**src/rtl/fbsf_pkg.sv**
```systemverilog
// Package for the bit stuffing flag framer.
// Holds the command record passed from front to back, the sequencer states
// and the framing constants. Depends on nothing.
`default_nettype none

package fbsf_pkg;

  localparam int unsigned CNT_W = 13;

  localparam logic [7:0]       FLAG_WORD        = 8'b0111_1110;
  localparam logic [CNT_W-1:0] FRAME_BITS_RESET = 13'd256;
  localparam logic [2:0]       RUN_BEFORE_STUFF = 3'd4;

  localparam logic [1:0] PRE_NONE       = 2'd0;
  localparam logic [1:0] PRE_OPEN       = 2'd1;
  localparam logic [1:0] PRE_CLOSE_OPEN = 2'd2;

  typedef struct packed {
    logic [1:0] pre_flags;
    logic       data_bit;
    logic       stuff;
    logic       close;
  } cmd_t;

  typedef enum logic [2:0] {
    SEQ_IDLE,
    SEQ_PRE,
    SEQ_DATA,
    SEQ_STUFF,
    SEQ_POST
  } seq_t;

endpackage

`default_nettype wire

```
**src/rtl/fbsf_if.sv**
```systemverilog
// Valid/ready channel interfaces for the bit stuffing flag framer.
// One carries message bits in, the other carries framed line bits out.
// Depends on nothing.
`default_nettype none

interface fbsf_in_if;
  logic valid;
  logic ready;
  logic data_bit;
  logic msg_end;

  modport source (output valid, output data_bit, output msg_end, input ready);
  modport sink   (input valid, input data_bit, input msg_end, output ready);
endinterface

interface fbsf_out_if;
  logic valid;
  logic ready;
  logic line_bit;
  logic run_last;

  modport source (output valid, output line_bit, output run_last, input ready);
  modport sink   (input valid, input line_bit, input run_last, output ready);
endinterface

`default_nettype wire

```
**src/rtl/fbsf_front.sv**
```systemverilog
// Front part of the framer: accepts message bits, tracks frame and ones run
// state, and turns each bit into a command for the back part.
// Depends on fbsf_pkg and fbsf_in_if.
`default_nettype none

module fbsf_front (
  input  wire logic                      clk,
  input  wire logic                      rst,
  input  wire logic                      cfg_we,
  input  wire logic [fbsf_pkg::CNT_W-1:0] cfg_data,
  fbsf_in_if.sink                        bit_in,
  input  wire logic                      q_full,
  output logic                           push,
  output fbsf_pkg::cmd_t                 push_cmd
);
  import fbsf_pkg::*;

  logic [CNT_W-1:0] frame_bits;
  logic             in_frame;
  logic [CNT_W-1:0] frame_count;
  logic [2:0]       ones_run;

  logic [CNT_W-1:0] limit;
  logic             open_new;
  logic             frame_full;
  logic             new_frame;
  logic [2:0]       run_base;
  logic [2:0]       run_after;
  logic [CNT_W-1:0] count_after;
  logic             stuff;

  assign bit_in.ready = !q_full;
  assign push         = bit_in.valid && !q_full;

  always_comb begin
    limit       = (frame_bits == '0) ? CNT_W'(1) : frame_bits;
    open_new    = !in_frame;
    frame_full  = in_frame && (frame_count >= limit);
    new_frame   = open_new || frame_full;
    run_base    = new_frame ? 3'd0 : ones_run;
    stuff       = bit_in.data_bit && (run_base == RUN_BEFORE_STUFF);
    run_after   = (bit_in.data_bit && !stuff) ? run_base + 3'd1 : 3'd0;
    count_after = (new_frame ? CNT_W'(0) : frame_count) + CNT_W'(1);

    push_cmd.pre_flags = open_new ? PRE_OPEN : (frame_full ? PRE_CLOSE_OPEN : PRE_NONE);
    push_cmd.data_bit  = bit_in.data_bit;
    push_cmd.stuff     = stuff;
    push_cmd.close     = bit_in.msg_end;
  end

  always_ff @(posedge clk) begin
    if (rst) begin
      frame_bits <= FRAME_BITS_RESET;
    end else if (cfg_we) begin
      frame_bits <= cfg_data;
    end
  end

  always_ff @(posedge clk) begin
    if (rst) begin
      in_frame    <= 1'b0;
      frame_count <= '0;
      ones_run    <= '0;
    end else if (push) begin
      if (bit_in.msg_end) begin
        in_frame    <= 1'b0;
        frame_count <= '0;
        ones_run    <= '0;
      end else begin
        in_frame    <= 1'b1;
        frame_count <= count_after;
        ones_run    <= run_after;
      end
    end
  end

endmodule

`default_nettype wire

```
**src/rtl/fbsf_queue.sv**
```systemverilog
// Short command queue between the front and back parts of the framer.
// A small register array with read and write pointers and a fill count.
// Depends on fbsf_pkg.
`default_nettype none

module fbsf_queue #(
  parameter int unsigned DEPTH = 2
) (
  input  wire logic           clk,
  input  wire logic           rst,
  input  wire logic           push,
  input  wire fbsf_pkg::cmd_t push_cmd,
  input  wire logic           pop,
  output fbsf_pkg::cmd_t      head_cmd,
  output logic                full,
  output logic                empty
);
  import fbsf_pkg::*;

  localparam int unsigned AW = (DEPTH > 1) ? $clog2(DEPTH) : 1;
  localparam int unsigned CW = $clog2(DEPTH + 1);

  cmd_t          mem [DEPTH];
  logic [AW-1:0] wr_ptr;
  logic [AW-1:0] rd_ptr;
  logic [CW-1:0] count;

  assign full     = (count == CW'(DEPTH));
  assign empty    = (count == '0);
  assign head_cmd = mem[rd_ptr];

  always_ff @(posedge clk) begin
    if (push) begin
      mem[wr_ptr] <= push_cmd;
    end
  end

  always_ff @(posedge clk) begin
    if (rst) begin
      wr_ptr <= '0;
      rd_ptr <= '0;
      count  <= '0;
    end else begin
      if (push) begin
        wr_ptr <= (wr_ptr == AW'(DEPTH - 1)) ? '0 : wr_ptr + AW'(1);
      end
      if (pop) begin
        rd_ptr <= (rd_ptr == AW'(DEPTH - 1)) ? '0 : rd_ptr + AW'(1);
      end
      if (push && !pop) begin
        count <= count + CW'(1);
      end else if (pop && !push) begin
        count <= count - CW'(1);
      end
    end
  end

endmodule

`default_nettype wire

```
**src/rtl/fbsf_back.sv**
```systemverilog
// Back part of the framer: takes one command at a time from the queue and
// serializes its flags, data bit and stuffed zero onto the line channel.
// Depends on fbsf_pkg and fbsf_out_if.
`default_nettype none

module fbsf_back (
  input  wire logic           clk,
  input  wire logic           rst,
  input  wire logic           q_empty,
  input  wire fbsf_pkg::cmd_t q_head,
  output logic                pop,
  fbsf_out_if.source          line_out
);
  import fbsf_pkg::*;

  seq_t       state;
  seq_t       state_next;
  logic [2:0] bit_idx;
  logic [2:0] bit_idx_next;
  logic       pre_left;
  logic       pre_left_next;
  cmd_t       cmd;
  cmd_t       cmd_next;

  logic fire;
  logic done;
  logic load;

  always_ff @(posedge clk) begin
    if (rst) begin
      state    <= SEQ_IDLE;
      bit_idx  <= '0;
      pre_left <= 1'b0;
    end else begin
      state    <= state_next;
      bit_idx  <= bit_idx_next;
      pre_left <= pre_left_next;
    end
  end

  always_ff @(posedge clk) begin
    cmd <= cmd_next;
  end

  always_comb begin
    state_next        = state;
    bit_idx_next      = bit_idx;
    pre_left_next     = pre_left;
    cmd_next          = cmd;
    done              = 1'b0;
    line_out.valid    = (state != SEQ_IDLE);
    line_out.line_bit = 1'b0;
    line_out.run_last = 1'b0;
    fire              = line_out.valid && line_out.ready;

    unique case (state)
      SEQ_IDLE: begin
        done = 1'b1;
      end
      SEQ_PRE: begin
        line_out.line_bit = FLAG_WORD[bit_idx];
        if (fire) begin
          bit_idx_next = bit_idx + 3'd1;
          if (bit_idx == 3'd7) begin
            if (pre_left) begin
              pre_left_next = 1'b0;
            end else begin
              state_next = SEQ_DATA;
            end
          end
        end
      end
      SEQ_DATA: begin
        line_out.line_bit = cmd.data_bit;
        line_out.run_last = !cmd.stuff && !cmd.close;
        if (fire) begin
          if (cmd.stuff) begin
            state_next = SEQ_STUFF;
          end else if (cmd.close) begin
            state_next   = SEQ_POST;
            bit_idx_next = '0;
          end else begin
            done = 1'b1;
          end
        end
      end
      SEQ_STUFF: begin
        line_out.line_bit = 1'b0;
        line_out.run_last = !cmd.close;
        if (fire) begin
          if (cmd.close) begin
            state_next   = SEQ_POST;
            bit_idx_next = '0;
          end else begin
            done = 1'b1;
          end
        end
      end
      SEQ_POST: begin
        line_out.line_bit = FLAG_WORD[bit_idx];
        line_out.run_last = (bit_idx == 3'd7);
        if (fire) begin
          bit_idx_next = bit_idx + 3'd1;
          if (bit_idx == 3'd7) begin
            done = 1'b1;
          end
        end
      end
      default: begin
        done = 1'b1;
      end
    endcase

    if (done) begin
      state_next = SEQ_IDLE;
    end

    load = done && !q_empty;
    pop  = load;
    if (load) begin
      cmd_next      = q_head;
      bit_idx_next  = '0;
      pre_left_next = (q_head.pre_flags == PRE_CLOSE_OPEN);
      state_next    = (q_head.pre_flags == PRE_NONE) ? SEQ_DATA : SEQ_PRE;
    end
  end

endmodule

`default_nettype wire

```
**src/rtl/bit_stuffing_flag_framer.sv**
```systemverilog
// Top level of the bit stuffing flag framer: front part, command queue and
// back part. Depends on fbsf_pkg, fbsf_if, fbsf_front, fbsf_queue, fbsf_back.
//
//   Port      Role  Transaction content
//   bit_in    sink  data_bit, msg_end: one message bit
//   line_out  src   line_bit, run_last: one framed line bit
//   cfg_we    in    frame_bits write from cfg_data
//
// Each message bit produces one to 26 line bits; the back part sends one line
// bit per cycle while line_out is ready, so the rate is set by the number of
// line bits per message bit. A bit without flags or stuffing is one line bit.
// The front part takes a new bit whenever the command queue has room.
// Reset is synchronous and empties the queue; frame_bits returns to 256.
`default_nettype none

module bit_stuffing_flag_framer #(
  parameter int unsigned QUEUE_DEPTH = 2
) (
  input  wire logic                       clk,
  input  wire logic                       rst,
  input  wire logic                       cfg_we,
  input  wire logic [fbsf_pkg::CNT_W-1:0] cfg_data,
  fbsf_in_if.sink                         bit_in,
  fbsf_out_if.source                      line_out
);
  import fbsf_pkg::*;

  logic q_push;
  logic q_pop;
  logic q_full;
  logic q_empty;
  cmd_t push_cmd;
  cmd_t head_cmd;

  fbsf_front u_front (
    .clk      (clk),
    .rst      (rst),
    .cfg_we   (cfg_we),
    .cfg_data (cfg_data),
    .bit_in   (bit_in),
    .q_full   (q_full),
    .push     (q_push),
    .push_cmd (push_cmd)
  );

  fbsf_queue #(
    .DEPTH (QUEUE_DEPTH)
  ) u_queue (
    .clk      (clk),
    .rst      (rst),
    .push     (q_push),
    .push_cmd (push_cmd),
    .pop      (q_pop),
    .head_cmd (head_cmd),
    .full     (q_full),
    .empty    (q_empty)
  );

  fbsf_back u_back (
    .clk      (clk),
    .rst      (rst),
    .q_empty  (q_empty),
    .q_head   (head_cmd),
    .pop      (q_pop),
    .line_out (line_out)
  );

endmodule

`default_nettype wire

```
**src/flat_wrapper.sv**
```systemverilog
// flat-port wrapper written by rule: the top's interface ports become plain ports
module bit_stuffing_flag_framer_flat import fbsf_pkg::*;
#(
  parameter int unsigned QUEUE_DEPTH = 2
)
  (clk, rst, cfg_we, cfg_data, bit_in_valid, bit_in_data_bit, bit_in_msg_end, bit_in_ready, line_out_valid, line_out_line_bit, line_out_run_last, line_out_ready);
  fbsf_in_if bit_in_i ();
  fbsf_out_if line_out_i ();
  input  wire logic clk;
  input  wire logic rst;
  input  wire logic cfg_we;
  input  wire logic [fbsf_pkg::CNT_W-1:0] cfg_data;
  input wire logic [$bits(bit_in_i.valid)-1:0] bit_in_valid;
  input wire logic [$bits(bit_in_i.data_bit)-1:0] bit_in_data_bit;
  input wire logic [$bits(bit_in_i.msg_end)-1:0] bit_in_msg_end;
  output wire logic [$bits(bit_in_i.ready)-1:0] bit_in_ready;
  output wire logic [$bits(line_out_i.valid)-1:0] line_out_valid;
  output wire logic [$bits(line_out_i.line_bit)-1:0] line_out_line_bit;
  output wire logic [$bits(line_out_i.run_last)-1:0] line_out_run_last;
  input wire logic [$bits(line_out_i.ready)-1:0] line_out_ready;
  assign bit_in_i.valid = bit_in_valid;
  assign bit_in_i.data_bit = bit_in_data_bit;
  assign bit_in_i.msg_end = bit_in_msg_end;
  assign bit_in_ready = bit_in_i.ready;
  assign line_out_valid = line_out_i.valid;
  assign line_out_line_bit = line_out_i.line_bit;
  assign line_out_run_last = line_out_i.run_last;
  assign line_out_i.ready = line_out_ready;
  bit_stuffing_flag_framer #(.QUEUE_DEPTH(QUEUE_DEPTH)) u_core (.clk(clk), .rst(rst), .cfg_we(cfg_we), .cfg_data(cfg_data), .bit_in(bit_in_i), .line_out(line_out_i));
endmodule
```
**config.mk**
```make
export PLATFORM = sky130hd
export DESIGN_NAME = bit_stuffing_flag_framer_flat
export DESIGN_NICKNAME = d
export VERILOG_FILES = /design/src/rtl/fbsf_pkg.sv /design/src/rtl/fbsf_if.sv /design/src/rtl/fbsf_front.sv /design/src/rtl/fbsf_queue.sv /design/src/rtl/fbsf_back.sv /design/src/rtl/bit_stuffing_flag_framer.sv /design/src/flat_wrapper.sv
export SDC_FILE = /design/constraint.sdc
export NUM_CORES = 1
export LEC_CHECK = 0
export BUFFER_PORTS_ARGS = -buffer_cell sky130_fd_sc_hd__buf_4
export CORE_MARGIN = 3
export CORE_UTILIZATION = 50
export CTS_CLUSTER_DIAMETER = 40
export DETAILED_ROUTE_END_ITERATION = 6
export PLACE_DENSITY = 0.68
export SLEW_MARGIN = 20
export SYNTH_ARGS = -nofsm -noshare
export SYNTH_HDL_FRONTEND = slang
export SYNTH_SLANG_ARGS = --single-unit
```
**constraint.sdc**
```tcl
create_clock -name clk -period 3.6 [get_ports clk]
set_input_delay 0.18 -clock clk [delete_from_list [all_inputs] [get_ports clk]]
set_output_delay 0.18 -clock clk [all_outputs]
set_load 0.01 [all_outputs]
```
After elaboration in Yosys (flattened, before gate mapping)
Memory sizes are Yosys's and may differ from the RTL's. A register that Yosys moved wholly into a read port is not among the register bits.
Cells that the tools add are included.
{"block": "totals", "rom_bits": 8, "output_inout_bits": 4, "inputBits": 20, "reg_bits": 44, "mem_bits_rw": 10, "word_cells": 124, "n_memories": 2}
{"block": "classes", "reduce_logical": 33, "eq_ne": 17, "mux": 50, "n_addsub": 7, "magnitude_cmp": 2}
{"name": "u_core.u_queue.mem", "words": 2, "width": 5, "rd": 1, "rd_ports_with_merged_regs": 1, "write_ports": 1, "line_no": "fbsf_queue.sv:23", "text": "cmd_t mem [DEPTH];"}
{"name": "(no name shown)", "words": 8, "width": 1, "rd": 1, "rd_ports_with_merged_regs": 1, "write_ports": 0, "line_no": "fbsf_back.sv:100", "text": "line_out.line_bit = FLAG_WORD[bit_idx];"}
{"operator": "two-way mux 3 bit", "count": 19}
{"operator": "two-way mux 13 bit", "count": 3}
{"operator": "!= test 4 x 3 -> 1 bit, second input constant", "count": 5}
{"operator": "two-way mux 1 bit", "count": 18}
{"operator": "one-hot mux 3 bit (3 select lines)", "count": 2}
{"operator": "adder 13 x 1 -> 13 bit, second input constant", "count": 1}
{"operator": ">= comparator 13 bit", "count": 1}
{"operator": "logical NOT 13 bit", "count": 1}
{"operator": "two-way mux 2 bit", "count": 5}
{"operator": "equality test 3 bit, second input constant", "count": 3}
{"operator": "logical AND 1 bit", "count": 9}
{"operator": "logical NOT 1 bit", "count": 8}
{"operator": "nonzero test 2 bit", "count": 4}
{"operator": "adder 3 x 1 -> 3 bit, second input constant", "count": 2}
{"operator": "equality test 3 x 2 -> 1 bit, second input constant", "count": 2}
{"operator": "!= test 2 bit, second input constant", "count": 3}
{"operator": "AND reduction 6 bit", "count": 1}
{"operator": "nonzero test 3 bit", "count": 2}
{"operator": "AND reduction 5 bit", "count": 1}
{"operator": "nonzero test 5 bit", "count": 1}
{"operator": "equality test 2 bit, second input constant", "count": 2}
{"operator": "logical NOT 2 bit", "count": 2}
{"operator": "less-than comparator 3 x 4 -> 1 bit, second input constant", "count": 1}
{"operator": "one-hot mux 1 bit (4 select lines)", "count": 1}
{"operator": "10 further kinds", "count": 12}

Depth between registers and ports, before layout
{"block": "logic_depth", "depth_word": 12, "depth_mapped": 16, "ltp_nobuf": 16}

By module
A second synthesis with hierarchy kept.
{"block": "hier_totals", "hier_cells": 370, "hier_area_um2": 3355.7}
{"module": "fbsf_front", "seq_area_each_um2": 600.6, "area_each_um2": 2050.7, "instances": 1, "cells_per_inst": 249}
{"module": "fbsf_back", "seq_area_each_um2": 250.2, "area_each_um2": 740.7, "instances": 1, "cells_per_inst": 84}
{"module": "fbsf_queue", "seq_area_each_um2": 400.4, "area_each_um2": 564.3, "instances": 1, "cells_per_inst": 37}

Least setup slack after synthesis
Ideal clock, no wire load.
{"block": "synth_timing", "path_type": "flip-flop to flip-flop", "from": "register u_core.u_front.frame_bits[10]", "to": "register u_core.u_front.frame_count[8]", "path_buffers": 0, "arrival_ns": 2.611, "required_time_ns": 3.474, "setup_ns": 0.126, "period_less_slack_ns": 2.738, "stages_incl_launch_ff": 17, "setup_slack_ns": 0.862, "cell_sequence": "dfxtp_1 -> inv_1 -> nand4_1 -> nor4_1 -> a41o_1 -> ha_1 -> inv_1 -> nor3_1 -> o21ba_2 -> nor3_2 -> and2_1 -> ha_1 -> and3_1 -> and3_1 -> nand3_1 -> a21oi_1 -> o22ai_1"}
{"block": "synth_via", "elab_chain_cells": 8}
{"element": "from (decl)", "line_no": "fbsf_front.sv:18", "text": "logic [CNT_W-1:0] frame_bits;"}
{"element": "from (signal assigned)", "line_no": "fbsf_front.sv:55", "text": "frame_bits <= cfg_data;"}
{"element": "logical NOT 13 bit", "line_no": "fbsf_front.sv:36", "text": "limit = (frame_bits == '0) ? CNT_W'(1) : frame_bits;"}
{"element": "two-way mux 13 bit *", "line_no": "fbsf_front.sv:36"}
{"element": ">= comparator 13 bit *", "line_no": "fbsf_front.sv:38", "text": "frame_full = in_frame && (frame_count >= limit);"}
{"element": "logical AND 1 bit *", "line_no": "fbsf_front.sv:38"}
{"element": "logical OR 1 bit *", "line_no": "fbsf_front.sv:39", "text": "new_frame = open_new || frame_full;"}
{"element": "two-way mux 13 bit *", "line_no": "fbsf_front.sv:43", "text": "count_after = (new_frame ? CNT_W'(0) : frame_count) + CNT_W'(1);"}
{"element": "adder 13 x 1 -> 13 bit *", "line_no": "fbsf_front.sv:43"}
{"element": "two-way mux 13 bit *", "line_no": "fbsf_front.sv:65", "text": "if (bit_in.msg_end) begin"}
{"element": "to (signal assigned)", "line_no": "fbsf_front.sv:71", "text": "frame_count <= count_after;"}
{"element": "to (decl)", "line_no": "fbsf_front.sv:20", "text": "logic [CNT_W-1:0] frame_count;"}
Mark *: on every way between the ends. The rest lies on a longest branch, timed or not.
A chain may end at the register's enable or synchronous reset.

Final worst setup path
{"block": "layout_timing", "from": "register u_core.u_front.frame_bits[6]", "to": "register u_core.u_front.frame_count[8]"}
Same word-level chain as after synthesis.

==> impl_metrics.env <==
export IMPL_cts_root_buf="clkbuf_8"
export IMPL_place_area_um2=3290
export IMPL_seqCellArea_um2=1250
export IMPL_antenna_found_initial=0
export IMPL_setup_viol_count_final=0
export IMPL_setup_tns_ps=0
export IMPL_power_mw=1.78
export IMPL_finalHoldViolCount=0
export IMPL_fillers=556
export IMPL_synthAdderAreaFrac_pct=7.72
export IMPL_holdPathEnd="u_core.u_queue.mem[1][2]$_DFFE_PP_"
export IMPL_drc=0
export IMPL_first_pass_iters=5
export IMPL_critical_path_class="reg2reg"
export IMPL_viasPerCell=5.72
export IMPL_fin_crit_sh_pct=87.9
export IMPL_fin_crit_ps=3160
export IMPL_holdWs_ps=62.6
export IMPL_synth_area_mux_share_pct=5.32
export IMPL_rsz0062_at_grt="false"
export IMPL_core_area_um2=5740
export IMPL_syn_nets=382
export IMPL_slew_limit_headroom_pct=48.3
export IMPL_synth_xor_area_share_pct=1.42
export IMPL_portBuffers=23
export IMPL_wl_mm=6.14
export IMPL_maxCapViolCount=0
export IMPL_slew_violations=0
export IMPL_num_rows=27
export IMPL_grt_start_max_net_pins=29
export IMPL_path_clk_slew_ps=110
export IMPL_r2r_start="u_core.u_front.frame_bits[6]$_SDFFE_PP0P_"
export IMPL_grt_overflow_total=0
export IMPL_cp_cell_sequence="inv_1 -> nand4_1 -> nor4_1 -> a41o_1 -> ha_1 -> o221ai_1 -> a21o_1 -> nor3_2 -> and2_1 -> ha_1 -> and3_1 -> and3_1 -> nand3_1 -> a21oi_1 -> o22ai_1"
export IMPL_r2r_slack_ps=440
export IMPL_die_y_um=84.5
export IMPL_synth_cell_type_count=58
export IMPL_preCtsSetupSlack_ps=489
export IMPL_synth_ff_type="dfxtp_1"
export IMPL_r2r_end="u_core.u_front.frame_count[8]$_SDFFE_PP0P_"
export IMPL_cts_buffers=5
export IMPL_leakage_nw=1.32
export IMPL_power_density_nw_per_um2=526
export IMPL_syn_avg_cell_area_um2=8.98
export IMPL_yosys_area_top_type="dfxtp_1"
export IMPL_yosys_warnings=0
export IMPL_grt_total_usage_pct=17.8
export IMPL_cts_htree_levels=2
export IMPL_clock_sinks=56
export IMPL_grt_pass1_vias=2325
export IMPL_die_area_um2=7140
export IMPL_grt_first_pass_wirelength_mm=10.6
export IMPL_cp_start_kind="flip-flop"
export IMPL_multi_input_area_um2=1650
export IMPL_min_delay_path_depth=1
export IMPL_fp_dieW_um=84.5
export IMPL_cp_required_ps=3800
export IMPL_fin_area_um2=3380
export IMPL_cp_end_kind="flip-flop"
export IMPL_outcome="complete, no violations"
export IMPL_vias=2473
export IMPL_cts_tree="built"
export IMPL_synthesis_area_um2=3080
export IMPL_initial_core_util_pct=53.6
export IMPL_synth_compound_area_share_pct=17.3
export IMPL_r2r_cells=15
export IMPL_drive_gt1_share_pct=14.4
export IMPL_fmax_mhz=316
export IMPL_vdd_drop_max_mv=0.284
export IMPL_ios=24
export IMPL_post_cts_buffers=0
export IMPL_yosysTopAreaCellShare_pct=28.0
export IMPL_async_flop_share_pct=0
export IMPL_drt_iter0_markers=75
export IMPL_synthCells=343
export IMPL_synth_seq_area_share_pct=40.6
export IMPL_skew_ps=6.53
export IMPL_hp_class="in2reg"
export IMPL_dpl_hpwl_mm=4.59
export IMPL_postCtsHoldBufs=0
export IMPL_nets=398
export IMPL_synth_seq_cells=56
export IMPL_synth_edf_count=13
export IMPL_wl_per_cell_um=14.2
export IMPL_cts_resized=0
export IMPL_ant_nets=0
export IMPL_clk_path_buf_depth=2
export IMPL_worstPathMaxFanout=8
export IMPL_clk_latency_ps=310
export IMPL_synth_top_family_by_area="simple AND/OR/NAND/NOR gates"
export IMPL_synth_area_leaders="dfxtp_1 28%, edfxtp_1 13%, ha_1 7.7%"
export IMPL_diodes=0
export IMPL_min_from="bit_in_data_bit"
export IMPL_arrival_ps=3370
export IMPL_worst_pin_slew_ps=773
export IMPL_gp_congestion=0.896
export IMPL_critical_path_max_stage_delay_ps=410
export IMPL_fin_ws_ps=436
export IMPL_yosys_area_share_simple_pct=21.8
export IMPL_area_growth_synth_to_final_pct=9.87
export IMPL_cp_slowest_cell="nor3_2"
[critical path, delay by kind of cell, from the launching register on]
kind                     cells  cell delay (ps)
adder cells (fa/ha/maj)      2              410
buffers and inverters        1               80
AO/OA/AOI/OAI                5              850
flip-flops                   1              340
AND/OR/NAND/NOR              7             1380
[synthesized netlist by cell type (2+ instances only)]
| cell type | count |
|---|---|
| dfxtp_1 | 43 |
| nor2_1 | 38 |
| inv_1 | 30 |
| nand2_1 | 26 |
| a21oi_1 | 19 |
| ha_1 | 19 |
| nand3_1 | 15 |
| edfxtp_1 | 13 |
| mux2i_1 | 13 |
| nand4_1 | 11 |
| clkbuf_1 | 10 |
| o21ai_0 | 9 |
| o22ai_1 | 7 |
| nand2b_1 | 6 |
| o311ai_2 | 6 |
| or3_1 | 5 |
| and2_1 | 4 |
| and3_1 | 4 |
| buf_2 | 4 |
| mux2_2 | 3 |
| nor3_1 | 3 |
| nor3b_1 | 3 |
| nor4_1 | 3 |
| o211ai_1 | 3 |
| or2_2 | 3 |
| xor2_1 | 3 |
| a211oi_1 | 2 |
| a21o_1 | 2 |
| a31oi_1 | 2 |
| and4_1 | 2 |
| nand3b_1 | 2 |
| o221ai_1 | 2 |
| o32ai_1 | 2 |
| xnor2_1 | 2 |
[logic make-up (layout without fill, tap and decap cells)]
kind of cell    after synthesis  after routing
flops                        56             56
simple gates                131            131
compound gates               70             70
fa+ha+maj                    19             19
mux                          16             16
buf+inv                      46             63
xor+xnor                      5              5
[worst max path at each step]
stage	startpoint	endpoint	slack [ps]
global placement	u_core.u_front.frame_bits[6]$_SDFFE_PP0P_	u_core.u_front.frame_count[8]$_SDFFE_PP0P_	610
finish	u_core.u_front.frame_bits[6]$_SDFFE_PP0P_	u_core.u_front.frame_count[8]$_SDFFE_PP0P_	440
detailed placement	u_core.u_front.frame_bits[6]$_SDFFE_PP0P_	u_core.u_front.frame_count[8]$_SDFFE_PP0P_	490
floorplan	u_core.u_front.frame_bits[10]$_SDFFE_PP0P_	u_core.u_front.frame_count[8]$_SDFFE_PP0P_	860
global route	u_core.u_front.frame_bits[6]$_SDFFE_PP0P_	u_core.u_front.frame_count[8]$_SDFFE_PP0P_	130
CTS	u_core.u_front.frame_bits[6]$_SDFFE_PP0P_	u_core.u_front.frame_count[8]$_SDFFE_PP0P_	460
[registers in the layout, indices dropped and copies added (netlist names), named ones only]
register / count
u_core.u_back.pre_left: 1
u_core.u_queue.rd_ptr: 1
u_core.u_back.cmd: 3
u_core.u_front.ones_run: 3
u_core.u_queue.count: 2
u_core.u_front.frame_bits: 13
u_core.u_back.bit_idx: 3
u_core.u_back.state: 3
u_core.u_queue.wr_ptr: 1
u_core.u_queue.mem: 10
u_core.u_front.frame_count: 13
u_core.u_front.in_frame: 1
[cell type report]
class	count	area share, %
clock buffer	5	2.03
clock inverter	3	0.777
inverter	31	3.44
multi-input combinational	241	48.8
sequential	56	37.0
tap	72	2.66
timing repair buffer	24	5.33
[stage by stage]
stage	instances	utilization, %
2_1_floorplan	343	-
3_3_place_gp	424	57.3
3_5_place_dp	424	57.3
4_1_cts	432	58.9
5_1_grt	432	58.9
6_report	432	58.9
[power by group]
part	switching, mW	internal (mW)	total [mW]
logic	0.311	0.263	0.574
registers	0.0983	0.745	0.843
clock network	0.219	0.144	0.362
total	0.628	1.15	1.78
[layout by cell type (no fill, tap or decap), types with 7 or more instances in the layout]
cell	synthesis	layout
o22ai_1	7	7
edfxtp_1	13	13
nand2_1	26	26
buf_4	0	24
o21ai_0	9	9
dfxtp_1	43	43
a21oi_1	19	19
nand4_1	11	11
ha_1	19	19
inv_1	30	30
nand3_1	15	15
mux2i_1	13	13
nor2_1	38	38
[metal layers]
metal | GRT usage (%) | share of wire (%) | routed length [um]
met1 | 25.3 | 51 | 3120
met2 | 28.1 | 44 | 2710
met3 | 3.14 | 4.1 | 254
met4 | 4.46 | 0.93 | 57
met5 | 0 | 0 | 0
No activity file was read; power rests on OpenSTA's default activity.
